==> config.mk <==
export PLATFORM = sky130hd
export DESIGN_NAME = key_event_detector_flat
export DESIGN_NICKNAME = d
export VERILOG_FILES = /design/src/design/ked_pkg.sv /design/src/design/ked_in_if.sv /design/src/design/ked_out_if.sv /design/src/design/ked_regs.sv /design/src/design/ked_ctrl.sv /design/src/design/ked_datapath.sv /design/src/design/key_event_detector.sv /design/src/flat_wrapper.sv
export VERILOG_INCLUDE_DIRS = /design/src /design/src/design
export SDC_FILE = /design/constraint.sdc
export NUM_CORES = 1
export LEC_CHECK = 0
export ABC_AREA = 1
export BUFFER_PORTS_ARGS = -buffer_cell sky130_fd_sc_hd__buf_2
export CORE_AREA = 2 2 173 175
export CTS_CLUSTER_SIZE = 25
export DETAILED_ROUTE_END_ITERATION = 6
export DIE_AREA = 0 0 175 177
export GPL_ROUTABILITY_DRIVEN = 1
export PLACE_DENSITY = 0.77
export SLEW_MARGIN = 15
export SYNTH_ARGS = -nofsm -noshare
export SYNTH_HDL_FRONTEND = slang
export SYNTH_HIERARCHICAL = 1
export SYNTH_SLANG_ARGS = --single-unit
==> constraint.sdc <==
create_clock -name clk -period 4 [get_ports clk]
set_input_delay 0.8 -clock clk [delete_from_list [all_inputs] [get_ports clk]]
set_output_delay 0.8 -clock clk [all_outputs]
set_load 0.02 [all_outputs]
==> src/design/key_event_detector_defines.svh <==
// assertion macros for the key event detector
// expects clk and rst_n in the scope where a macro is used
`ifndef KEY_EVENT_DETECTOR_DEFINES_SVH
`define KEY_EVENT_DETECTOR_DEFINES_SVH

// same-cycle implication, checked while out of reset
`define KED_ASSERT_NOW(label, ante, cons, msg) \
  label: assert property (@(posedge clk) disable iff (!rst_n) (ante) |-> (cons)) \
    else $error(msg);

// next-cycle implication, checked while out of reset
`define KED_ASSERT_NEXT(label, ante, cons, msg) \
  label: assert property (@(posedge clk) disable iff (!rst_n) (ante) |=> (cons)) \
    else $error(msg);

`endif

==> src/design/ked_pkg.sv <==
// shared types and constants for the key event detector
// no dependencies
package ked_pkg;

  localparam int NUM_KEYS = 8;
  localparam int KEY_W    = (NUM_KEYS > 1) ? $clog2(NUM_KEYS) : 1;
  localparam int LEVEL_W  = 8;
  localparam int IDX_W    = 3;
  localparam int SEL_W    = 3;
  localparam int FLAG_W   = 7;
  localparam int TIMER_W  = 16;
  localparam int DIV_W    = 5;
  localparam int ADDR_W   = 4;
  localparam int DATA_W   = 32;

  localparam logic CMD_TICK  = 1'b0;
  localparam logic CMD_CHECK = 1'b1;

  localparam logic [SEL_W-1:0] FLAG_HOLD   = 3'd0;
  localparam logic [SEL_W-1:0] FLAG_DOWN   = 3'd1;
  localparam logic [SEL_W-1:0] FLAG_UP     = 3'd2;
  localparam logic [SEL_W-1:0] FLAG_SINGLE = 3'd3;
  localparam logic [SEL_W-1:0] FLAG_DOUBLE = 3'd4;
  localparam logic [SEL_W-1:0] FLAG_LONG   = 3'd5;
  localparam logic [SEL_W-1:0] FLAG_REPEAT = 3'd6;
  localparam logic [SEL_W-1:0] FLAG_NONE   = 3'd7;

  localparam logic [1:0] REG_LONG   = 2'd0;
  localparam logic [1:0] REG_DOUBLE = 2'd1;
  localparam logic [1:0] REG_REPEAT = 2'd2;
  localparam logic [1:0] REG_DIV    = 2'd3;

  localparam logic [TIMER_W-1:0] LONG_TIME_RST   = 16'd3000;
  localparam logic [TIMER_W-1:0] DOUBLE_TIME_RST = 16'd200;
  localparam logic [TIMER_W-1:0] REPEAT_TIME_RST = 16'd100;
  localparam logic [DIV_W-1:0]   SAMPLE_DIV_RST  = 5'd20;

  typedef enum logic [2:0] {
    KS_IDLE    = 3'd0,
    KS_PRESSED = 3'd1,
    KS_WAIT    = 3'd2,
    KS_SECOND  = 3'd3,
    KS_REPEAT  = 3'd4
  } key_state_t;

  typedef enum logic [1:0] {
    CS_IDLE,
    CS_SCAN,
    CS_CHECK
  } ctrl_state_t;

  typedef struct packed {
    logic [TIMER_W-1:0] long_time;
    logic [TIMER_W-1:0] double_time;
    logic [TIMER_W-1:0] repeat_time;
    logic [DIV_W-1:0]   sample_divider;
  } cfg_t;

  typedef struct packed {
    logic             load;
    logic             step;
    logic             check;
    logic [KEY_W-1:0] key;
  } dp_cmd_t;

  typedef struct packed {
    logic slot_free;
  } dp_status_t;

endpackage

==> src/design/ked_in_if.sv <==
// input channel of the key event detector: valid/ready plus command payload
// depends on ked_pkg
interface ked_in_if;
  logic                         valid;
  logic                         ready;
  logic                         command;
  logic [ked_pkg::LEVEL_W-1:0]  key_levels;
  logic [ked_pkg::IDX_W-1:0]    key_index;
  logic [ked_pkg::SEL_W-1:0]    flag_select;

  modport source (output valid, command, key_levels, key_index, flag_select, input ready);
  modport sink   (input valid, command, key_levels, key_index, flag_select, output ready);
endinterface

==> src/design/ked_out_if.sv <==
// result channel of the key event detector: valid/ready plus flag bit
// no dependencies
interface ked_out_if;
  logic valid;
  logic ready;
  logic flag_was_set;

  modport source (output valid, flag_was_set, input ready);
  modport sink   (input valid, flag_was_set, output ready);
endinterface

==> src/design/ked_regs.sv <==
// apb-style configuration registers of the key event detector
// depends on ked_pkg
module ked_regs (
  input  logic                        clk,
  input  logic                        rst_n,
  input  logic                        cfg_psel,
  input  logic                        cfg_penable,
  input  logic                        cfg_pwrite,
  input  logic [ked_pkg::ADDR_W-1:0]  cfg_paddr,
  input  logic [ked_pkg::DATA_W-1:0]  cfg_pwdata,
  output logic [ked_pkg::DATA_W-1:0]  cfg_prdata,
  output logic                        cfg_pready,
  output ked_pkg::cfg_t               cfg
);

  ked_pkg::cfg_t cfg_r;
  logic          wr_en;
  logic [1:0]    reg_sel;

  assign cfg_pready = 1'b1;
  assign wr_en      = cfg_psel && cfg_penable && cfg_pwrite;
  assign reg_sel    = cfg_paddr[3:2];
  assign cfg        = cfg_r;

  always_ff @(posedge clk) begin
    if (!rst_n) begin
      cfg_r.long_time      <= ked_pkg::LONG_TIME_RST;
      cfg_r.double_time    <= ked_pkg::DOUBLE_TIME_RST;
      cfg_r.repeat_time    <= ked_pkg::REPEAT_TIME_RST;
      cfg_r.sample_divider <= ked_pkg::SAMPLE_DIV_RST;
    end else if (wr_en) begin
      unique case (reg_sel)
        ked_pkg::REG_LONG:   cfg_r.long_time      <= cfg_pwdata[ked_pkg::TIMER_W-1:0];
        ked_pkg::REG_DOUBLE: cfg_r.double_time    <= cfg_pwdata[ked_pkg::TIMER_W-1:0];
        ked_pkg::REG_REPEAT: cfg_r.repeat_time    <= cfg_pwdata[ked_pkg::TIMER_W-1:0];
        ked_pkg::REG_DIV:    cfg_r.sample_divider <= cfg_pwdata[ked_pkg::DIV_W-1:0];
        default: ;
      endcase
    end
  end

  always_comb begin
    unique case (reg_sel)
      ked_pkg::REG_LONG:   cfg_prdata = ked_pkg::DATA_W'(cfg_r.long_time);
      ked_pkg::REG_DOUBLE: cfg_prdata = ked_pkg::DATA_W'(cfg_r.double_time);
      ked_pkg::REG_REPEAT: cfg_prdata = ked_pkg::DATA_W'(cfg_r.repeat_time);
      ked_pkg::REG_DIV:    cfg_prdata = ked_pkg::DATA_W'(cfg_r.sample_divider);
      default:             cfg_prdata = '0;
    endcase
  end

endmodule

==> src/design/ked_ctrl.sv <==
// controller of the key event detector: accepts items, walks the keys on a tick,
// issues the check once the result register is free; depends on ked_pkg
module ked_ctrl (
  input  logic                 clk,
  input  logic                 rst_n,
  input  logic                 in_valid,
  input  logic                 in_command,
  output logic                 in_ready,
  input  ked_pkg::dp_status_t  status,
  output ked_pkg::dp_cmd_t     cmd
);

  ked_pkg::ctrl_state_t         state_r, state_nxt;
  logic [ked_pkg::KEY_W-1:0]    key_cnt_r, key_cnt_nxt;

  always_ff @(posedge clk) begin
    if (!rst_n) begin
      state_r   <= ked_pkg::CS_IDLE;
      key_cnt_r <= '0;
    end else begin
      state_r   <= state_nxt;
      key_cnt_r <= key_cnt_nxt;
    end
  end

  always_comb begin
    state_nxt   = state_r;
    key_cnt_nxt = key_cnt_r;
    in_ready    = 1'b0;
    cmd         = '0;
    cmd.key     = key_cnt_r;
    unique case (state_r)
      ked_pkg::CS_IDLE: begin
        in_ready = 1'b1;
        if (in_valid) begin
          cmd.load    = 1'b1;
          key_cnt_nxt = '0;
          state_nxt   = (in_command == ked_pkg::CMD_CHECK) ? ked_pkg::CS_CHECK
                                                           : ked_pkg::CS_SCAN;
        end
      end
      ked_pkg::CS_SCAN: begin
        cmd.step = 1'b1;
        if (key_cnt_r == ked_pkg::KEY_W'(ked_pkg::NUM_KEYS - 1)) begin
          state_nxt = ked_pkg::CS_IDLE;
        end else begin
          key_cnt_nxt = key_cnt_r + 1'b1;
        end
      end
      ked_pkg::CS_CHECK: begin
        if (status.slot_free) begin
          cmd.check = 1'b1;
          state_nxt = ked_pkg::CS_IDLE;
        end
      end
      default: state_nxt = ked_pkg::CS_IDLE;
    endcase
  end

endmodule

==> src/design/ked_datapath.sv <==
// datapath of the key event detector: per-key level, state, timer and flags,
// one key updated per step, plus the result register; depends on ked_pkg
module ked_datapath (
  input  logic                        clk,
  input  logic                        rst_n,
  input  ked_pkg::cfg_t               cfg,
  input  ked_pkg::dp_cmd_t            cmd,
  output ked_pkg::dp_status_t         status,
  input  logic                        in_command,
  input  logic [ked_pkg::LEVEL_W-1:0] in_key_levels,
  input  logic [ked_pkg::IDX_W-1:0]   in_key_index,
  input  logic [ked_pkg::SEL_W-1:0]   in_flag_select,
  output logic                        out_valid,
  input  logic                        out_ready,
  output logic                        out_flag_was_set
);

  localparam int NK = ked_pkg::NUM_KEYS;
  localparam int KW = ked_pkg::KEY_W;
  localparam int TW = ked_pkg::TIMER_W;
  localparam int FW = ked_pkg::FLAG_W;

  // per-key state
  logic                  cur_lvl_r [NK];
  ked_pkg::key_state_t   fsm_r     [NK];
  logic [TW-1:0]         timer_r   [NK];
  logic [FW-1:0]         flags_r   [NK];

  // latched item and tick bookkeeping
  logic [ked_pkg::LEVEL_W-1:0] levels_r;
  logic [ked_pkg::IDX_W-1:0]   key_idx_r;
  logic [ked_pkg::SEL_W-1:0]   flag_sel_r;
  logic [ked_pkg::DIV_W-1:0]   prescale_r;
  logic                        sample_r;
  logic                        out_valid_r;
  logic                        out_flag_r;

  logic [ked_pkg::DIV_W-1:0]   prescale_inc;
  logic                        sample_now;
  logic [KW-1:0]               chk_key;
  logic [KW-1:0]               rd_key;
  logic                        prev_lvl;
  logic                        lvl;
  ked_pkg::key_state_t         st;
  logic [TW-1:0]               tmr;
  logic [TW-1:0]               tmr_dec;
  logic [FW-1:0]               flg;
  logic                        cur_nxt;
  ked_pkg::key_state_t         st_nxt;
  logic [TW-1:0]               tmr_nxt;
  logic [FW-1:0]               flg_nxt;
  logic                        chk_ok;
  logic                        hit;
  logic [FW:0]                 flg_ext;
  logic [FW-1:0]               flg_clr;

  assign prescale_inc = prescale_r + 1'b1;
  assign sample_now   = (prescale_inc >= cfg.sample_divider);

  assign chk_key  = KW'(key_idx_r);
  assign rd_key   = cmd.check ? chk_key : cmd.key;
  assign prev_lvl = cur_lvl_r[rd_key];
  assign st       = fsm_r[rd_key];
  assign tmr      = timer_r[rd_key];
  assign flg      = flags_r[rd_key];
  assign tmr_dec  = (tmr != '0) ? tmr - 1'b1 : tmr;
  // keys past the level word read as unpressed
  assign lvl      = (int'(rd_key) < ked_pkg::LEVEL_W) ? levels_r[3'(rd_key)] : 1'b0;

  always_comb begin
    cur_nxt = prev_lvl;
    st_nxt  = st;
    tmr_nxt = tmr_dec;
    flg_nxt = flg;
    if (sample_r) begin
      cur_nxt                     = lvl;
      flg_nxt[ked_pkg::FLAG_HOLD] = lvl;
      if (lvl && !prev_lvl) flg_nxt[ked_pkg::FLAG_DOWN] = 1'b1;
      if (!lvl && prev_lvl) flg_nxt[ked_pkg::FLAG_UP]   = 1'b1;
      unique case (st)
        ked_pkg::KS_IDLE: begin
          if (lvl) begin
            tmr_nxt = cfg.long_time;
            st_nxt  = ked_pkg::KS_PRESSED;
          end
        end
        ked_pkg::KS_PRESSED: begin
          if (!lvl) begin
            tmr_nxt = cfg.double_time;
            st_nxt  = ked_pkg::KS_WAIT;
          end else if (tmr_dec == '0) begin
            tmr_nxt                     = cfg.repeat_time;
            flg_nxt[ked_pkg::FLAG_LONG] = 1'b1;
            st_nxt                      = ked_pkg::KS_REPEAT;
          end
        end
        ked_pkg::KS_WAIT: begin
          if (tmr_dec == '0) begin
            flg_nxt[ked_pkg::FLAG_SINGLE] = 1'b1;
            st_nxt                        = ked_pkg::KS_IDLE;
          end else if (lvl) begin
            flg_nxt[ked_pkg::FLAG_DOUBLE] = 1'b1;
            st_nxt                        = ked_pkg::KS_SECOND;
          end
        end
        ked_pkg::KS_SECOND: begin
          if (!lvl) st_nxt = ked_pkg::KS_IDLE;
        end
        ked_pkg::KS_REPEAT: begin
          // release wins over an expired repeat interval
          if (!lvl) begin
            st_nxt = ked_pkg::KS_IDLE;
          end else if (tmr_dec == '0) begin
            tmr_nxt                       = cfg.repeat_time;
            flg_nxt[ked_pkg::FLAG_REPEAT] = 1'b1;
          end
        end
        default: st_nxt = ked_pkg::KS_IDLE;
      endcase
    end
  end

  // check path: hold is reported but never cleared
  assign chk_ok  = (int'(key_idx_r) < NK) && (flag_sel_r != ked_pkg::FLAG_NONE);
  assign flg_ext = {1'b0, flg};
  assign hit     = chk_ok && flg_ext[flag_sel_r];
  assign flg_clr = flg & ~FW'(1 << flag_sel_r);

  always_ff @(posedge clk) begin
    if (!rst_n) begin
      for (int k = 0; k < NK; k++) begin
        cur_lvl_r[k] <= 1'b0;
        fsm_r[k]     <= ked_pkg::KS_IDLE;
        timer_r[k]   <= '0;
        flags_r[k]   <= '0;
      end
      prescale_r  <= '0;
      sample_r    <= 1'b0;
      out_valid_r <= 1'b0;
    end else begin
      if (cmd.load && (in_command == ked_pkg::CMD_TICK)) begin
        sample_r   <= sample_now;
        prescale_r <= sample_now ? '0 : prescale_inc;
      end
      if (cmd.step) begin
        cur_lvl_r[rd_key] <= cur_nxt;
        fsm_r[rd_key]     <= st_nxt;
        timer_r[rd_key]   <= tmr_nxt;
        flags_r[rd_key]   <= flg_nxt;
      end else if (cmd.check && hit && (flag_sel_r != ked_pkg::FLAG_HOLD)) begin
        flags_r[rd_key] <= flg_clr;
      end
      if (cmd.check) begin
        out_valid_r <= 1'b1;
      end else if (out_ready) begin
        out_valid_r <= 1'b0;
      end
    end
  end

  always_ff @(posedge clk) begin
    if (cmd.load) begin
      levels_r   <= in_key_levels;
      key_idx_r  <= in_key_index;
      flag_sel_r <= in_flag_select;
    end
    if (cmd.check) begin
      out_flag_r <= hit;
    end
  end

  assign status.slot_free = !out_valid_r || out_ready;
  assign out_valid        = out_valid_r;
  assign out_flag_was_set = out_flag_r;

endmodule

==> src/design/key_event_detector.sv <==
// tick: the item is taken in the idle state, then the scan state updates one key a cycle
//   until all NUM_KEYS keys are done; only then is the next item taken
// check: the result is written to the output register from the check state once that
//   register is free, and the next item is taken after it; a held result stalls only the next check
// rst_n is synchronous: all key state and the prescaler clear, registers take defaults
module key_event_detector (
  input  logic                        clk,
  input  logic                        rst_n,
  ked_in_if.sink                      in,
  ked_out_if.source                   out,
  input  logic                        cfg_psel,
  input  logic                        cfg_penable,
  input  logic                        cfg_pwrite,
  input  logic [ked_pkg::ADDR_W-1:0]  cfg_paddr,
  input  logic [ked_pkg::DATA_W-1:0]  cfg_pwdata,
  output logic [ked_pkg::DATA_W-1:0]  cfg_prdata,
  output logic                        cfg_pready
);

`include "key_event_detector_defines.svh"

  ked_pkg::cfg_t       cfg;
  ked_pkg::dp_cmd_t    cmd;
  ked_pkg::dp_status_t status;

  ked_regs u_regs (
    .clk         (clk),
    .rst_n       (rst_n),
    .cfg_psel    (cfg_psel),
    .cfg_penable (cfg_penable),
    .cfg_pwrite  (cfg_pwrite),
    .cfg_paddr   (cfg_paddr),
    .cfg_pwdata  (cfg_pwdata),
    .cfg_prdata  (cfg_prdata),
    .cfg_pready  (cfg_pready),
    .cfg         (cfg)
  );

  ked_ctrl u_ctrl (
    .clk        (clk),
    .rst_n      (rst_n),
    .in_valid   (in.valid),
    .in_command (in.command),
    .in_ready   (in.ready),
    .status     (status),
    .cmd        (cmd)
  );

  ked_datapath u_dp (
    .clk              (clk),
    .rst_n            (rst_n),
    .cfg              (cfg),
    .cmd              (cmd),
    .status           (status),
    .in_command       (in.command),
    .in_key_levels    (in.key_levels),
    .in_key_index     (in.key_index),
    .in_flag_select   (in.flag_select),
    .out_valid        (out.valid),
    .out_ready        (out.ready),
    .out_flag_was_set (out.flag_was_set)
  );

  // an accepted item always keeps the input closed for the following cycle
  `KED_ASSERT_NEXT(a_busy_after_transfer, in.valid && in.ready, !in.ready, "ready after transfer")
  // a check is only issued into a free result register
  `KED_ASSERT_NOW(a_check_slot_free, cmd.check, status.slot_free, "check into full slot")
  // a new result only appears right after a check
  `KED_ASSERT_NOW(a_result_from_check, $rose(out.valid), $past(cmd.check), "stray result")

endmodule

==> src/flat_wrapper.sv <==
// flat-port wrapper written by rule: the top's interface ports become plain ports
module key_event_detector_flat 
  (clk, rst_n, cfg_psel, cfg_penable, cfg_pwrite, cfg_paddr, cfg_pwdata, cfg_prdata, cfg_pready, in_valid, in_command, in_key_levels, in_key_index, in_flag_select, in_ready, out_valid, out_flag_was_set, out_ready);
  ked_in_if in_i ();
  ked_out_if out_i ();
  input  logic clk;
  input  logic rst_n;
  input  logic cfg_psel;
  input  logic cfg_penable;
  input  logic cfg_pwrite;
  input  logic [ked_pkg::ADDR_W-1:0] cfg_paddr;
  input  logic [ked_pkg::DATA_W-1:0] cfg_pwdata;
  output logic [ked_pkg::DATA_W-1:0] cfg_prdata;
  output logic cfg_pready;
  input wire logic [$bits(in_i.valid)-1:0] in_valid;
  input wire logic [$bits(in_i.command)-1:0] in_command;
  input wire logic [$bits(in_i.key_levels)-1:0] in_key_levels;
  input wire logic [$bits(in_i.key_index)-1:0] in_key_index;
  input wire logic [$bits(in_i.flag_select)-1:0] in_flag_select;
  output wire logic [$bits(in_i.ready)-1:0] in_ready;
  output wire logic [$bits(out_i.valid)-1:0] out_valid;
  output wire logic [$bits(out_i.flag_was_set)-1:0] out_flag_was_set;
  input wire logic [$bits(out_i.ready)-1:0] out_ready;
  assign in_i.valid = in_valid;
  assign in_i.command = in_command;
  assign in_i.key_levels = in_key_levels;
  assign in_i.key_index = in_key_index;
  assign in_i.flag_select = in_flag_select;
  assign in_ready = in_i.ready;
  assign out_valid = out_i.valid;
  assign out_flag_was_set = out_i.flag_was_set;
  assign out_i.ready = out_ready;
  key_event_detector u_core (.clk(clk), .rst_n(rst_n), .in(in_i), .out(out_i), .cfg_psel(cfg_psel), .cfg_penable(cfg_penable), .cfg_pwrite(cfg_pwrite), .cfg_paddr(cfg_paddr), .cfg_pwdata(cfg_pwdata), .cfg_prdata(cfg_prdata), .cfg_pready(cfg_pready));
endmodule
==> out/results.ini <==
[run_status]
status=finished clean

[worst_setup_path]
critPathMaxStageDelay_ns=0.36
cp_cell_sequence=inv_1 > nor3_2 > buf_6 > nand2_1 > nand2_4 > nor2_2 > buf_4 > buf_12 > nand2_1 > inv_1 > nand2_1 > nand2_1 > a221oi_1 > nand3_2 > nor2_1 > inv_2 > nor2_4 > inv_1 > nor2_1 > a21oi_1 > nand2_1 > nand2_2 > nor2_1
worst_setup_path_end_kind=flop
crit_arrival_ns=4.21
critical_path.most_common_cell=nand2_1
slowest_stage=a221oi_1
startpoint_type=flop
crit_fanout=9
cp.required_ns=4.42
worst-path-buf-inv=7
path_delay_family=simple AND/OR/NAND/NOR gates
crit_type=flop to flop

[grt]
overflow=0
top_usage_layer=met2
met3_usage_pct=3.24
grt_pass1_wl_um=68700
grt_pass1_vias=13600
grtUsageMet1_pct=36.8
antenna_found_initial=0
grt_max_degree=68
use_met2_pct=47.6
globalRouteTotalUtil_pct=27.8

[die]
die-area_um2=31000
ios=94
core_area_um2=29200
start_util_pct=55.1
rows=63
die_h_um=177
die_x_um=175

[synth]
ys_ff_latch=296
syn_inst=1967
seq_area_frac_synth_pct=50.6
ys_types=45
synth_top_cells_by_area=edfxtp_1 (42%), nand2_1 (13%), dfxtp_1 (9.1%)
yosys_warnings=6
synth.avg_cell_area_um2=8.19
yosysTopAreaCell=edfxtp_1
yosys.area.top_type_share_pct=41.6
netlist_area_um2=16100

[clock_tree]
cts-htree-levels=1
clock_path_buffers=3
cts_tree=built
clock-sinks=296
hold_buffers=0
cts.clk_slew.worst_paths_ns=0.06
clk_latency_ns=0.59
cts-root-buf=clkbuf_16
cts_made_buffers=30

[run]
cap_violations=0

[power]
p_leak_nw=8.30
ir_drop_v=0.000398
power_density_nw_per_um2=443

[timing]
max_freq_mhz=264
fin_skew_ns=0.0276
holdWs_ns=0.386
tightest_slew_ns=0.900
hold_violations=0
post-route-period-util_pct=94.7
max_slew_margin_pct=39.9
period_minus_slack_ns=3.79
worst_slack_ns=0.210
slew_violations=0
finalSetupViolations=0

[place]
gp_congestion=0.950
place_inst=2507
placed_cell_area_um2=17900
port_buffers=58
hpwl_um=29700
dp_slack_ns=-0.487

[drt]
drcViolationCount=0
drt_iter0_drc=1421
firstDrtPassIters=6
vias=14100
ant_nets=0
wl_per_cell_um=16.8
via_per_inst=5.47
routed_wl_um=43100

[cells_and_area]
num_antenna_cells=0
stdcell_area_um2=19100
stdcell_count=2567
post-route-util_pct=65.2
layout-drive-gt1-share_pct=21.9
fin_nets=2222
syn_to_final_growth_pct=18.3

[worst_hold_path]
hold_class=input port to flop

## power by group
part           internal, mW  switching, mW  leakage [nW]
clock                  1.46           1.20         0.463
sequential             3.42         0.0477          2.89
combinational         0.821           1.50          4.95
## cell usage after synthesis (all sizes together)
cell type,n
nor3,4
nand4,34
a211oi,1
a22oi,6
dfxtp,73
edfxtp,223
o21a,1
o21ai,51
nor2,365
a21oi,61
clkinv,1
conb,2
ha,10
a22o,8
o211ai,3
o2bb2ai,2
a21boi,1
xnor2,2
clkbuf,31
inv,215
and2,9
buf,70
a31oi,1
xor2,4
o21bai,5
nand3,180
nand2,584
a221oi,17
o22ai,3
## kinds of logic after synthesis
| kind of cell | after synthesis | share of synthesized area [%] |
|---|---|---|
| compound gates | 160 | 6.01 |
| simple gates | 1176 | 33.2 |
| buf+inv | 317 | 8.99 |
| flops | 296 | 50.6 |
| fa+ha+maj | 10 | 0.776 |
| other cells | 2 | 0.0466 |
| xor+xnor | 6 | 0.326 |
## worst reg2reg max path: stages, from the launching register on
cell	delay, ns
dfxtp_1	0.33
inv_1	0.10
nor3_2	0.20
buf_6	0.18
nand2_1	0.10
nand2_4	0.12
nor2_2	0.07
buf_4	0.20
buf_12	0.14
nand2_1	0.10
inv_1	0.10
nand2_1	0.07
nand2_1	0.06
a221oi_1	0.36
nand3_2	0.22
nor2_1	0.18
inv_2	0.09
nor2_4	0.20
inv_1	0.22
nor2_1	0.14
a21oi_1	0.07
nand2_1	0.08
nand2_2	0.16
nor2_1	0.16
## worst paths after layout
path	from	slack (ns)	cells after the start	end
worst max-delay path	u_core/u_ctrl/state_r[1]$_SDFFE_PN0P_	0.21	23	u_core/u_dp/timer_r[0][11]$_SDFFCE_PN0P_
worst min-delay path	in_key_levels[5]	0.39	1	u_core/u_dp/levels_r[5]$_DFFE_PP_
worst max register to register	u_core/u_ctrl/state_r[1]$_SDFFE_PN0P_	0.21	23	u_core/u_dp/timer_r[0][11]$_SDFFCE_PN0P_
worst min register to register	u_core/u_dp/prescale_r[4]$_SDFFE_PN0P_	0.48	2	u_core/u_dp/prescale_r[4]$_SDFFE_PN0P_
## repair_timing
| item | 4_1_cts | 5_1_grt |
|---|---|---|
| buffers inserted | 0 | 2 |
| resized for setup | 0 | 31 |
| setup endpoints to repair | 0 | 191 |
## layer usage
| layer | vias to the layer above | wire length, um |
|---|---|---|
| li1 | 6716 | - |
| met1 | 6570 | 17300 |
| met2 | 668 | 20800 |
| met3 | 98 | 3600 |
| met4 | 0 | 1370 |
| met5 | - | 0 |
## layout make-up
cell class | instances | area, um^2
fill | 2352 | 10200
sequential | 296 | 8160
multi-input combinational | 1370 | 6710
timing repair buffer | 240 | 1960
inverter | 216 | 818
clock buffer | 36 | 817
tap | 390 | 488
clock inverter | 19 | 128
## flip-flops by register name, indices dropped and copies added (netlist names), 5 cells and up
| name | flops |
|---|---|
| u_core/u_regs/cfg | 53 |
| u_core/u_dp/levels_r | 8 |
| u_core/u_dp/prescale_r | 5 |
| u_core/u_dp/flags_r | 56 |
| u_core/u_dp/fsm_r | 24 |
| u_core/u_dp/timer_r | 128 |
| u_core/u_dp/cur_lvl_r | 8 |
## per-stage QoR
stage	total power [mW]	setup TNS (ns)
after global placement	5.69	-61.70
after floorplan	4.84	0
after global routing	8.81	-0.0955
after CTS	8.37	0
final	8.45	0
after detailed placement	5.74	-89.98
## cell usage in the layout (no fill, tap or decap), types with 18 or more instances in the layout
cell type,instances
o21ai_0,44
dfxtp_1,73
inv_1,206
buf_2,58
nor2_1,243
buf_4,158
a21oi_1,58
nand2_1,540
nand4_1,33
nor2_4,27
edfxtp_1,223
nand3_1,176
nor2_2,95
nand2_4,18
clkbuf_16,33
nand2_2,25
Power figures use the tool's default switching activity.
